File: config.mk
export PLATFORM = sky130hd
export DESIGN_NAME = running_stats_top_two_min_max
export DESIGN_NICKNAME = d
export VERILOG_FILES = /design/src/rstat_pkg.sv /design/src/rstat_square_stage.sv /design/src/rstat_accum.sv /design/src/rstat_extreme.sv /design/src/running_stats_top_two_min_max.sv
export VERILOG_INCLUDE_DIRS = /design/src /design/src/src
export SDC_FILE = /design/constraint.sdc
export NUM_CORES = 2
export LEC_CHECK = 0
export ABC_AREA = 1
export BUFFER_PORTS_ARGS = -buffer_cell sky130_fd_sc_hd__buf_2
export CAP_MARGIN = 20
export CORE_AREA = 2 2 374 265
export DETAILED_ROUTE_END_ITERATION = 8
export DIE_AREA = 0 0 376 267
export GPL_ROUTABILITY_DRIVEN = 0
export GPL_TIMING_DRIVEN = 0
export PLACE_DENSITY = 0.79
export SLEW_MARGIN = 20
export SYNTH_ARGS = -nofsm -noshare
export SYNTH_HDL_FRONTEND = slang
export SYNTH_HIERARCHICAL = 1
export SYNTH_SLANG_ARGS = --single-unit
File: constraint.sdc
create_clock -name clock -period 7 [get_ports clock]
set_clock_uncertainty 0.05 [all_clocks]
set_input_delay 0.35 -clock clock [delete_from_list [all_inputs] [get_ports clock]]
set_output_delay 0.35 -clock clock [all_outputs]
set_load 0.05 [all_outputs]
File: src/running_stats_top_two_min_max_defines.svh
// Assertion macros shared by the running statistics RTL.
// Included by the top level; depends on nothing.
`ifndef RUNNING_STATS_TOP_TWO_MIN_MAX_DEFINES_SVH
`define RUNNING_STATS_TOP_TWO_MIN_MAX_DEFINES_SVH

// same-cycle implication
`define RSTAT_ASSERT_NOW(label, clk, rst, ante, cons, msg) \
   label: assert property (@(posedge clk) disable iff (rst) (ante) |-> (cons)) \
      else $error(msg);

// next-cycle implication
`define RSTAT_ASSERT_NEXT(label, clk, rst, ante, cons, msg) \
   label: assert property (@(posedge clk) disable iff (rst) (ante) |=> (cons)) \
      else $error(msg);

`endif

File: src/rstat_pkg.sv
// Shared types and constants for the running statistics block.
// No dependencies.
package rstat_pkg;

   localparam int COUNT_WIDTH = 32;
   localparam int SUM_WIDTH   = 48;
   localparam int SQ_WIDTH    = 63;

   localparam logic FUNC_APPLY = 1'b0;
   localparam logic FUNC_INVAL = 1'b1;

   typedef enum logic [1:0] {
      OP_INVAL,
      OP_SOLE,
      OP_ADD,
      OP_UPDATE
   } op_type;

   typedef struct packed {
      op_type op;
      logic   two;
   } step_ctl_type;

endpackage

File: src/rstat_square_stage.sv
// Input register of the running statistics block; squares both values on entry.
// Depends on nothing but its parameters.
module rstat_square_stage #(
   parameter int VALUE_WIDTH = 16,
   parameter int ID_WIDTH    = 16
) (
   input  logic                          clock,
   input  logic                          reset,
   input  logic                          in_valid,
   output logic                          in_ready,
   input  logic                          in_func,
   input  logic                          in_is_update,
   input  logic [ID_WIDTH-1:0]           in_item_id,
   input  logic signed [VALUE_WIDTH-1:0] in_new_value,
   input  logic signed [VALUE_WIDTH-1:0] in_prior_value,
   input  logic                          take,
   output logic                          valid,
   output logic                          func,
   output logic                          is_update,
   output logic [ID_WIDTH-1:0]           item_id,
   output logic signed [VALUE_WIDTH-1:0] new_value,
   output logic signed [VALUE_WIDTH-1:0] prior_value,
   output logic [2*VALUE_WIDTH-1:0]      sq_new,
   output logic [2*VALUE_WIDTH-1:0]      sq_prior
);

   logic                          valid_ff, valid_in;
   logic                          func_ff, is_update_ff;
   logic [ID_WIDTH-1:0]           item_id_ff;
   logic signed [VALUE_WIDTH-1:0] new_value_ff, prior_value_ff;
   logic [2*VALUE_WIDTH-1:0]      sq_new_ff, sq_prior_ff;
   logic signed [2*VALUE_WIDTH-1:0] sq_new_in, sq_prior_in;
   logic                          load;

   assign in_ready    = !valid_ff || take;
   assign load        = in_valid && in_ready;
   assign sq_new_in   = in_new_value * in_new_value;
   assign sq_prior_in = in_prior_value * in_prior_value;

   always_comb begin
      valid_in = valid_ff;
      if (load) begin
         valid_in = 1'b1;
      end else if (take) begin
         valid_in = 1'b0;
      end
   end

   always_ff @(posedge clock) begin
      if (reset) begin
         valid_ff <= 1'b0;
      end else begin
         valid_ff <= valid_in;
      end
   end

   always_ff @(posedge clock) begin
      if (load) begin
         func_ff        <= in_func;
         is_update_ff   <= in_is_update;
         item_id_ff     <= in_item_id;
         new_value_ff   <= in_new_value;
         prior_value_ff <= in_prior_value;
         sq_new_ff      <= $unsigned(sq_new_in);
         sq_prior_ff    <= $unsigned(sq_prior_in);
      end
   end

   assign valid       = valid_ff;
   assign func        = func_ff;
   assign is_update   = is_update_ff;
   assign item_id     = item_id_ff;
   assign new_value   = new_value_ff;
   assign prior_value = prior_value_ff;
   assign sq_new      = sq_new_ff;
   assign sq_prior    = sq_prior_ff;

endmodule

File: src/rstat_accum.sv
// Count, sum and sum-of-squares registers; decodes each item into a step code.
// Depends on rstat_pkg.
module rstat_accum #(
   parameter int VALUE_WIDTH = 16
) (
   input  logic                                 clock,
   input  logic                                 reset,
   input  logic                                 advance,
   input  logic                                 func,
   input  logic                                 is_update,
   input  logic signed [VALUE_WIDTH-1:0]        new_value,
   input  logic signed [VALUE_WIDTH-1:0]        prior_value,
   input  logic [2*VALUE_WIDTH-1:0]             sq_new,
   input  logic [2*VALUE_WIDTH-1:0]             sq_prior,
   output rstat_pkg::step_ctl_type              ctl,
   output logic [rstat_pkg::COUNT_WIDTH-1:0]    point_count,
   output logic [rstat_pkg::SUM_WIDTH-1:0]      total,
   output logic [rstat_pkg::SQ_WIDTH-1:0]       total_squares,
   output logic                                 totals_valid
);

   localparam int CW = rstat_pkg::COUNT_WIDTH;
   localparam int SW = rstat_pkg::SUM_WIDTH;
   localparam int QW = rstat_pkg::SQ_WIDTH;

   logic [CW-1:0] count_ff, count_in;
   logic [SW-1:0] sum_ff, sum_in;
   logic [QW-1:0] sq_ff, sq_in;
   logic          ok_ff, ok_in;
   logic [SW-1:0] v_ext, pv_ext;
   logic [QW-1:0] sqv_ext, sqpv_ext;
   logic          count_full;
   rstat_pkg::step_ctl_type ctl_c;

   assign v_ext      = {{(SW-VALUE_WIDTH){new_value[VALUE_WIDTH-1]}}, new_value};
   assign pv_ext     = {{(SW-VALUE_WIDTH){prior_value[VALUE_WIDTH-1]}}, prior_value};
   assign sqv_ext    = {{(QW-2*VALUE_WIDTH){1'b0}}, sq_new};
   assign sqpv_ext   = {{(QW-2*VALUE_WIDTH){1'b0}}, sq_prior};
   assign count_full = (count_ff == {CW{1'b1}});

   always_comb begin
      ctl_c.two = (!is_update && count_ff == CW'(1)) || (is_update && count_ff == CW'(2));
      if (func == rstat_pkg::FUNC_INVAL) begin
         ctl_c.op = rstat_pkg::OP_INVAL;
      end else if (count_ff == '0 || (is_update && count_ff == CW'(1))) begin
         ctl_c.op = rstat_pkg::OP_SOLE;
      end else if (!is_update) begin
         ctl_c.op = rstat_pkg::OP_ADD;
      end else begin
         ctl_c.op = rstat_pkg::OP_UPDATE;
      end
   end

   always_comb begin
      count_in = count_ff;
      sum_in   = sum_ff;
      sq_in    = sq_ff;
      ok_in    = ok_ff;
      case (ctl_c.op)
         rstat_pkg::OP_INVAL: begin
            if (!is_update && !count_full) begin
               count_in = count_ff + CW'(1);
            end
            ok_in  = 1'b0;
            sum_in = '0;
            sq_in  = '0;
         end
         rstat_pkg::OP_SOLE: begin
            count_in = CW'(1);
            ok_in    = 1'b1;
            sum_in   = v_ext;
            sq_in    = sqv_ext;
         end
         rstat_pkg::OP_ADD: begin
            if (!count_full) begin
               count_in = count_ff + CW'(1);
            end
            if (ok_ff) begin
               sum_in = sum_ff + v_ext;
               sq_in  = sq_ff + sqv_ext;
            end
         end
         rstat_pkg::OP_UPDATE: begin
            if (ok_ff) begin
               sum_in = sum_ff + v_ext - pv_ext;
               sq_in  = sq_ff + sqv_ext - sqpv_ext;
            end
         end
         default: begin
            count_in = count_ff;
         end
      endcase
   end

   always_ff @(posedge clock) begin
      if (reset) begin
         count_ff <= '0;
         sum_ff   <= '0;
         sq_ff    <= '0;
         ok_ff    <= 1'b1;
      end else if (advance) begin
         count_ff <= count_in;
         sum_ff   <= sum_in;
         sq_ff    <= sq_in;
         ok_ff    <= ok_in;
      end
   end

   assign ctl           = ctl_c;
   assign point_count   = count_ff;
   assign total         = sum_ff;
   assign total_squares = sq_ff;
   assign totals_valid  = ok_ff;

endmodule

File: src/rstat_extreme.sv
// First and second extreme with owner ids, for either direction.
// Depends on rstat_pkg; is_max selects maximum (1) or minimum (0).
module rstat_extreme #(
   parameter int VALUE_WIDTH = 16,
   parameter int ID_WIDTH    = 16
) (
   input  logic                          clock,
   input  logic                          reset,
   input  logic                          advance,
   input  logic                          is_max,
   input  rstat_pkg::step_ctl_type       ctl,
   input  logic [ID_WIDTH-1:0]           item_id,
   input  logic signed [VALUE_WIDTH-1:0] new_value,
   output logic signed [VALUE_WIDTH-1:0] best_value,
   output logic [ID_WIDTH-1:0]           best_owner,
   output logic                          best_known
);

   logic signed [VALUE_WIDTH-1:0] v1_ff, v1_in, v2_ff, v2_in;
   logic [ID_WIDTH-1:0]           i1_ff, i1_in, i2_ff, i2_in;
   logic                          o1_ff, o1_in, o2_ff, o2_in;
   logic                          beats1, beats2, ge1, ge2;

   function automatic logic better(input logic dir,
                                   input logic signed [VALUE_WIDTH-1:0] a,
                                   input logic signed [VALUE_WIDTH-1:0] b);
      better = dir ? (a > b) : (a < b);
   endfunction

   function automatic logic not_worse(input logic dir,
                                      input logic signed [VALUE_WIDTH-1:0] a,
                                      input logic signed [VALUE_WIDTH-1:0] b);
      not_worse = dir ? (a >= b) : (a <= b);
   endfunction

   // lower id wins a tie
   assign beats1 = better(is_max, new_value, v1_ff) || (new_value == v1_ff && item_id < i1_ff);
   assign beats2 = better(is_max, new_value, v2_ff) || (new_value == v2_ff && item_id < i2_ff);
   assign ge1    = not_worse(is_max, new_value, v1_ff);
   assign ge2    = not_worse(is_max, new_value, v2_ff);

   always_comb begin
      v1_in = v1_ff;
      i1_in = i1_ff;
      o1_in = o1_ff;
      v2_in = v2_ff;
      i2_in = i2_ff;
      o2_in = o2_ff;
      case (ctl.op)
         rstat_pkg::OP_SOLE: begin
            v1_in = new_value;
            i1_in = item_id;
            o1_in = 1'b1;
            o2_in = 1'b0;
         end
         rstat_pkg::OP_INVAL: begin
            if (o1_ff) begin
               if (item_id == i1_ff || beats1) begin
                  o1_in = 1'b0;
               end else if (o2_ff && (item_id == i2_ff || beats2)) begin
                  o2_in = 1'b0;
               end
            end
         end
         rstat_pkg::OP_ADD: begin
            if (o1_ff) begin
               if (beats1) begin
                  v2_in = v1_ff;
                  i2_in = i1_ff;
                  o2_in = 1'b1;
                  v1_in = new_value;
                  i1_in = item_id;
               end else if (ctl.two || (o2_ff && beats2)) begin
                  v2_in = new_value;
                  i2_in = item_id;
                  o2_in = 1'b1;
               end
            end
         end
         rstat_pkg::OP_UPDATE: begin
            if (o1_ff) begin
               if (item_id == i1_ff) begin
                  // owner moved: keep if ahead, else promote runner-up, if any
                  if (ge1 || (o2_ff && beats2)) begin
                     v1_in = new_value;
                  end else if (o2_ff) begin
                     v1_in = v2_ff;
                     i1_in = i2_ff;
                     o2_in = 1'b0;
                  end else begin
                     o1_in = 1'b0;
                  end
               end else if (beats1) begin
                  v2_in = v1_ff;
                  i2_in = i1_ff;
                  o2_in = 1'b1;
                  v1_in = new_value;
                  i1_in = item_id;
               end else if (o2_ff && item_id == i2_ff) begin
                  if (ge2 || ctl.two) begin
                     v2_in = new_value;
                  end else begin
                     o2_in = 1'b0;
                  end
               end else if (ctl.two || (o2_ff && beats2)) begin
                  v2_in = new_value;
                  i2_in = item_id;
                  o2_in = 1'b1;
               end
            end
         end
         default: begin
            o1_in = o1_ff;
         end
      endcase
   end

   always_ff @(posedge clock) begin
      if (reset) begin
         v1_ff <= '0;
         i1_ff <= '0;
         o1_ff <= 1'b0;
         v2_ff <= '0;
         i2_ff <= '0;
         o2_ff <= 1'b0;
      end else if (advance) begin
         v1_ff <= v1_in;
         i1_ff <= i1_in;
         o1_ff <= o1_in;
         v2_ff <= v2_in;
         i2_ff <= i2_in;
         o2_ff <= o2_in;
      end
   end

   assign best_value = o1_ff ? v1_ff : '0;
   assign best_owner = o1_ff ? i1_ff : '0;
   assign best_known = o1_ff;

endmodule

File: src/running_stats_top_two_min_max.sv
// Top level of the running statistics block with top-two maxima and minima.
// Depends on rstat_pkg, rstat_square_stage, rstat_accum, rstat_extreme and the defines header.
//
//   channel | direction | tdata                                  | tuser
//   req     | in        | item_id, new_value, prior_value        | func, is_update
//   rsp     | out       | count, sums, valid, max and min fields | -
//
// One item per cycle sustained while rsp is not stalled; an item's result shows on rsp after it
// passes the input register with the squaring multipliers, then the state registers.
// The state registers are the result register: they load only when the result slot is
// empty or being taken, so a stalled rsp holds the state and back-pressures req.
// Reset is synchronous and returns all statistics to their empty state at once.
`include "running_stats_top_two_min_max_defines.svh"

module running_stats_top_two_min_max #(
   parameter int VALUE_WIDTH = 16,
   parameter int ID_WIDTH    = 16
) (
   input  logic                clock,
   input  logic                reset,
   input  logic                req_tvalid,
   output logic                req_tready,
   // item_id, new_value, prior_value, zero pad to whole bytes
   input  logic [((ID_WIDTH+2*VALUE_WIDTH+7)/8)*8-1:0] req_tdata,
   // func, is_update
   input  logic [1:0]          req_tuser,
   output logic                rsp_tvalid,
   input  logic                rsp_tready,
   // point_count, total, total_squares, totals_valid, max_value, max_owner, max_known,
   // min_value, min_owner, min_known, zero pad to whole bytes
   output logic [((rstat_pkg::COUNT_WIDTH+rstat_pkg::SUM_WIDTH+rstat_pkg::SQ_WIDTH+1
                   +2*(VALUE_WIDTH+ID_WIDTH+1)+7)/8)*8-1:0] rsp_tdata
);

   localparam int REQ_ID_LO  = 0;
   localparam int REQ_NEW_LO = ID_WIDTH;
   localparam int REQ_PRI_LO = ID_WIDTH + VALUE_WIDTH;
   localparam int RSP_W      = ((rstat_pkg::COUNT_WIDTH + rstat_pkg::SUM_WIDTH
                                 + rstat_pkg::SQ_WIDTH + 1
                                 + 2*(VALUE_WIDTH+ID_WIDTH+1) + 7)/8)*8;

   logic                          s1_valid, s1_func, s1_is_update, take;
   logic [ID_WIDTH-1:0]           s1_item_id;
   logic signed [VALUE_WIDTH-1:0] s1_new_value, s1_prior_value;
   logic [2*VALUE_WIDTH-1:0]      s1_sq_new, s1_sq_prior;
   logic                          rsp_valid_ff, rsp_valid_in;
   rstat_pkg::step_ctl_type       ctl;
   logic [rstat_pkg::COUNT_WIDTH-1:0] point_count;
   logic [rstat_pkg::SUM_WIDTH-1:0]   total;
   logic [rstat_pkg::SQ_WIDTH-1:0]    total_squares;
   logic                              totals_valid;
   logic signed [VALUE_WIDTH-1:0]     max_value, min_value;
   logic [ID_WIDTH-1:0]               max_owner, min_owner;
   logic                              max_known, min_known;

   // advance the input register into the state when the result slot frees up
   assign take = s1_valid && (!rsp_valid_ff || rsp_tready);

   rstat_square_stage #(
      .VALUE_WIDTH(VALUE_WIDTH),
      .ID_WIDTH   (ID_WIDTH)
   ) u_stage (
      .clock         (clock),
      .reset         (reset),
      .in_valid      (req_tvalid),
      .in_ready      (req_tready),
      .in_func       (req_tuser[0]),
      .in_is_update  (req_tuser[1]),
      .in_item_id    (req_tdata[REQ_ID_LO +: ID_WIDTH]),
      .in_new_value  (req_tdata[REQ_NEW_LO +: VALUE_WIDTH]),
      .in_prior_value(req_tdata[REQ_PRI_LO +: VALUE_WIDTH]),
      .take          (take),
      .valid         (s1_valid),
      .func          (s1_func),
      .is_update     (s1_is_update),
      .item_id       (s1_item_id),
      .new_value     (s1_new_value),
      .prior_value   (s1_prior_value),
      .sq_new        (s1_sq_new),
      .sq_prior      (s1_sq_prior)
   );

   rstat_accum #(
      .VALUE_WIDTH(VALUE_WIDTH)
   ) u_accum (
      .clock        (clock),
      .reset        (reset),
      .advance      (take),
      .func         (s1_func),
      .is_update    (s1_is_update),
      .new_value    (s1_new_value),
      .prior_value  (s1_prior_value),
      .sq_new       (s1_sq_new),
      .sq_prior     (s1_sq_prior),
      .ctl          (ctl),
      .point_count  (point_count),
      .total        (total),
      .total_squares(total_squares),
      .totals_valid (totals_valid)
   );

   rstat_extreme #(
      .VALUE_WIDTH(VALUE_WIDTH),
      .ID_WIDTH   (ID_WIDTH)
   ) u_max (
      .clock     (clock),
      .reset     (reset),
      .advance   (take),
      .is_max    (1'b1),
      .ctl       (ctl),
      .item_id   (s1_item_id),
      .new_value (s1_new_value),
      .best_value(max_value),
      .best_owner(max_owner),
      .best_known(max_known)
   );

   rstat_extreme #(
      .VALUE_WIDTH(VALUE_WIDTH),
      .ID_WIDTH   (ID_WIDTH)
   ) u_min (
      .clock     (clock),
      .reset     (reset),
      .advance   (take),
      .is_max    (1'b0),
      .ctl       (ctl),
      .item_id   (s1_item_id),
      .new_value (s1_new_value),
      .best_value(min_value),
      .best_owner(min_owner),
      .best_known(min_known)
   );

   always_comb begin
      rsp_valid_in = rsp_valid_ff;
      if (take) begin
         rsp_valid_in = 1'b1;
      end else if (rsp_tready) begin
         rsp_valid_in = 1'b0;
      end
   end

   always_ff @(posedge clock) begin
      if (reset) begin
         rsp_valid_ff <= 1'b0;
      end else begin
         rsp_valid_ff <= rsp_valid_in;
      end
   end

   assign rsp_tvalid = rsp_valid_ff;
   assign rsp_tdata  = RSP_W'({min_known, min_owner, min_value,
                               max_known, max_owner, max_value,
                               totals_valid, total_squares, total, point_count});

   `RSTAT_ASSERT_NEXT(a_hold_pending, clock, reset, s1_valid && !take, s1_valid,
                      "pending item dropped from input register")
   `RSTAT_ASSERT_NEXT(a_take_shows, clock, reset, take, rsp_valid_ff,
                      "applied item produced no result")
   `RSTAT_ASSERT_NOW(a_inval_zero, clock, reset, !totals_valid,
                     total == '0 && total_squares == '0,
                     "invalid sums not cleared")

endmodule
# Yosys cells after proc, flatten, opt, wreduce, memory -nomap -nowiden
# Index checks and enable logic that the tools add are counted.
# classes
mul	2
n_eq_ne	42
reduce_logical	61
add_sub_neg	5
muxes	123
n_lt_le_gt_ge	12
# ops
cell	count
$mux 16	58
$pmux 63 s4	1
$pmux 16 s3	4
$pmux 48 s4	1
$eq 16x16->1	8
$pmux 16 s2	4
$mux 63	2
$lt 16x16->1	6
$mux 48	2
$pmux 32 s3	1
$mul 16x16->32	2
$mux 32	2
$add 63x32->63	1
$sub 63x32->63	1
$add 48x48->48	1
$sub 48x48->48	1
$mux 1	41
$reduce_and 6->1	6
$add 32x1->32 const B	1
$eq 32x1->1 const B	1
$eq 32x2->1 const B	1
$eq 32x32->1 const B	1
$ge 16x16->1	2
$gt 16x16->1	2
25 further kinds	95
# totals
output_inout_bits	218
wordCells	270
register_bits	392

# Longest topological paths before layout
# logic_depth
depth_word	11
mapped_depth	29
mapped_depth_nobuf	29

# Cells and area by module
# Netlist, hierarchy kept.
# by_module_without_submodules
module	instances	cells_each	area_each_um2
rstat_square_stage	1	2696	22888.2
rstat_accum	1	3670	20504.7
rstat_extreme	2	1171	6628.9
running_stats_top_two_min_max	1	17	122.6

# Least setup slack after synthesis
# OpenSTA, ideal clock, no wires.
# synth_path
kind	register to register
from	reg rsp_valid_ff, in the netlist rsp_tvalid
to	reg u_stage.func_ff, in the netlist u_stage/func (enable)
arrival_time_ps	6298
stages_incl_launch_ff	4
setup_ps	615
slack_ps	37
cell_sequence	dfxtp_1 a21oi_1 inv_1 a21oi_1
# synth_via
elab_chain_len	5
# synth_rtl
element	line	rtl
from (decl)	running_stats_top_two_min_max.sv:46	logic rsp_valid_ff, rsp_valid_in;
from (signal assigned)	running_stats_top_two_min_max.sv:147	rsp_valid_ff <= rsp_valid_in;
$logic_not 1->1	running_stats_top_two_min_max.sv:57	assign take = s1_valid && (!rsp_valid_ff || rsp_tready);
$logic_or 1x1->1	running_stats_top_two_min_max.sv:57	
$logic_and 1x1->1	running_stats_top_two_min_max.sv:57	
$logic_or 1x1->1	rstat_square_stage.sv:35	assign in_ready = !valid_ff || take;
$logic_and 1x1->1	rstat_square_stage.sv:36	assign load = in_valid && in_ready;
via u_stage.load	rstat_square_stage.sv:33	logic load;
to (signal assigned)	rstat_square_stage.sv:59	func_ff <= in_func;
to (decl)	rstat_square_stage.sv:28	logic func_ff, is_update_ff;
# The timed path passes the listed nets, and every way through them passes these cells.
# A chain may end at the register's enable or synchronous reset.

# Final worst setup path
# layout_path
from	in req_tdata[39]
to	reg u_stage.sq_prior_ff[19], in the netlist u_stage/sq_prior[19], data pin
# layout_via
elab_chain_len	1
# layout_rtl
element	line	rtl
from (decl)	running_stats_top_two_min_max.sv:24	input logic [((ID_WIDTH+2*VALUE_WIDTH+7)/8)*8-1:0] req_tdata,
$mul 16x16->32	rstat_square_stage.sv:38	assign sq_prior_in = in_prior_value * in_prior_value;
via u_stage.sq_prior_in[19]	rstat_square_stage.sv:32	logic signed [2*VALUE_WIDTH-1:0] sq_new_in, sq_prior_in;
to (signal assigned)	rstat_square_stage.sv:65	sq_prior_ff <= $unsigned(sq_prior_in);
to (decl)	rstat_square_stage.sv:31	logic [2*VALUE_WIDTH-1:0] sq_new_ff, sq_prior_ff;
# The timed path passes the listed nets, and every way through them passes these cells.

==> results.yml <==
global_route:
  grt_max_degree: 34
  grt.total_usage_pct: 38.8
  grt_pass1_wl_um: 305000
  antenna_found_initial: 4
  grt-ovfl-total: 0
  grt_pass1_vias: 55600
outcome:
  outcome: "finished, violations left"
  violations: "design-rule violations"
yosys:
  synthDistinctLibCells: 61
  synthCells: 8725
  synth-edff-count: 110
  synth_top_cell_by_area: "nand2_1"
  yosysSeqAreaShare_pct: 15.6
  syn_area_per_cell_sq_um: 6.51
  ys_warn_count: 6
  ys.flop_type: "dfxtp_1"
  synth_top_area_share_pct: 17.6
  synth-async-reset-ratio_pct: 0
  netlist_area_sq_um: 56800
  yosys_register_bits: 388
  synth_area_leaders: "nand2_1, fa_1, inv_1"
setup_path:
  start_kind: "primary input"
  cp_common_cell: "fa_1"
  worst_setup_path_end_kind: "flip-flop"
  cp.arrival_ps: 7240
  r2r-end: "u_accum/total[35]"
  cp-startpoint: "req_tdata[39]"
  path_cells: "dlygate4sd3_1 -> buf_2 -> clkbuf_1 -> clkbuf_1 -> nand2_1 -> fa_1 -> fa_1 -> fa_1 -> inv_1 -> fa_1 -> fa_1 -> inv_1 -> fa_1 -> inv_1 -> ha_1 -> nand2_1 -> inv_1 -> a21oi_1 -> o21bai_1 -> a21oi_1 -> xnor2_1"
  rr_worst_depth: 24
  critPathKind: "in -> reg"
  r2r_start: "u_stage/new_value[0]"
  cp_max_fo: 10
  path_delay_family: "adder cells"
  r2r_slack_ps: 350
  cp_slowest_cell: "fa_1"
  cpPeakStageDelay_ps: 630
  crit_end: "u_stage/sq_prior[19]"
  crit_required_ps: 7320
  crit_buf_inv: 8
  path_depth: 21
clock_network:
  clock_path_buffers: 3
  cts_tree: "yes"
  clock_latency_ps: 670
  htreeDepth: 2
  clk_pin_slew_ps: 60
  root_buffer: "clkbuf_16"
  post-cts-setup-buffer-count: 0
  cts_inserted_buffers: 47
  cts.sinks: 388
floorplanning:
  dieHeight_um: 267
  coreArea_sq_um: 97100
  die-area_sq_um: 100000
  die_w_um: 376
  pin_count: 272
  start_util_pct: 58.5
  rows: 96
timing:
  drv_slew: 0
  hold_viol: 0
  slew_headroom_pct: 16.4
  worstMarginPinSlew_ps: 1250
  period_minus_slack_ps: 6930
  rsz0062_at_grt: "false"
  setup_violations: 0
  clock.fmax_mhz: 144
  fin_crit_sh_pct: 98.9
drt:
  wire_per_inst_um: 19.1
  wl_um: 200000
  drtPass1Iterations: 9
  via_per_inst: 5.80
  num_vias: 60400
  route.detailed.drc: 3
  drt-initial-drc-count: 8828
  antenna_left: 0
hold_path:
  hp-class: "in -> reg"
run:
  drv_cap: 0
cells_and_area:
  area_growth_syn_to_layout_pct: 9.62
  final_nets: 10100
  final_util_pct: 64.1
  drive_gt1_share_pct: 7.14
placed_design:
  hpwl_um: 163000
  io_buffers: 265
what timing repair did:
action,in CTS,in global routing
resized for setup,0,23
endpoints found under the hold margin,47,0
hold buffers,47,0
setup endpoints to repair,0,18
layout make-up:
cell class,count,area [sq um]
Inverter,1755,6590
Antenna cell,1,2.50
Multi-Input combinational cell,6334,40200
Clock inverter,31,455
Tap cell,1274,1590
Buffer,265,1200
Sequential cell,388,8870
Clock buffer,57,1330
Timing Repair Buffer,320,1980
Fill cell,8747,34800
state kept, by name, summed over array words and instances (netlist names), 16 cells and up:
| name | flops |
|---|---|
| u_max/i1_ff | 16 |
| u_stage/sq_new | 30 |
| u_min/i1_ff | 16 |
| u_accum/total | 48 |
| u_min/v2_ff | 16 |
| u_max/v1_ff | 16 |
| u_accum/total_squares | 63 |
| u_min/i2_ff | 16 |
| u_max/i2_ff | 16 |
| u_stage/new_value | 16 |
| u_stage/prior_value | 16 |
| u_stage/sq_prior | 30 |
| u_max/v2_ff | 16 |
| u_min/v1_ff | 16 |
| u_accum/point_count | 32 |
| u_stage/item_id | 16 |
cell usage in the layout, fill, tap and decap left out, types with 35 or more instances in the layout:
cell type,n
dlygate4sd3_1,47
o21bai_1,38
nand2_1,2660
xnor2_1,35
o21ai_1,76
o21ai_0,259
nand4_1,80
xor2_1,139
nand3_1,405
clkbuf_1,162
dfxtp_1,278
nor2_1,534
nand2_2,38
clkbuf_16,50
buf_2,320
fa_1,468
a21oi_1,628
edfxtp_1,110
inv_1,1707
ha_1,473
nor3_1,101
o211ai_1,72
through the flow:
stage	cell area, sq um	hold slack [ps]	setup WS, ps	TNS, ps	cells
4_1_cts	62200	11.1	40.9	0	10400
5_1_grt	62200	32.7	8.01	0	10400
3_3_place_gp	59800	404	-3290	-358700	10300
2_1_floorplan	56800	362	36.5	0	8742
6_report	62200	38.9	75.0	0	10400
3_5_place_dp	60000	411	-1.05	-1.05	10300
cells by family (layout without fill, tap and decap cells):
logic type | after synthesis | after routing | synth area share (%)
AND/OR/NAND/NOR | 4000 | 4000 | 29.4
buffers and inverters | 2020 | 2428 | 13.7
AO/OA/AOI/OAI | 1197 | 1197 | 11.6
adder cells (fa/ha/maj) | 943 | 943 | 27.0
flip-flops | 388 | 388 | 15.6
XOR/XNOR | 174 | 174 | 2.68
other | 3 | 21 | 0.0198
cells in the mapped netlist, types with 55 or more instances:
library cell	instances
nand2_1	2660
inv_1	1708
a21oi_1	629
nor2_1	535
ha_1	473
fa_1	470
nand3_1	405
dfxtp_1	278
o21ai_0	259
clkbuf_1	170
xor2_1	139
edfxtp_1	110
nor3_1	101
nand4_1	80
o21ai_1	76
o211ai_1	72
buf_2	55
worst min-delay path by stage:
stage	cells after the start	from	to
floorplan	1	reset	rsp_tvalid
global placement	2	u_accum/totals_valid	u_accum/totals_valid
detailed placement	2	u_accum/totals_valid	u_accum/totals_valid
CTS	1	req_tdata[46]	u_stage/prior_value[14]
global route	1	req_tdata[45]	u_stage/prior_value[13]
finish	2	reset	rsp_tvalid
per-layer routing:
layer / track usage (%) / part of all wire [%]
met2: 53.6 / 39
met1: 55.6 / 41
met4: 12.0 / 3.4
met3: 14.5 / 17
met5: 0 / 0.013
Power is not shown: default switching activity piles up to over one toggle a cycle in this logic, so the estimate is an artifact.
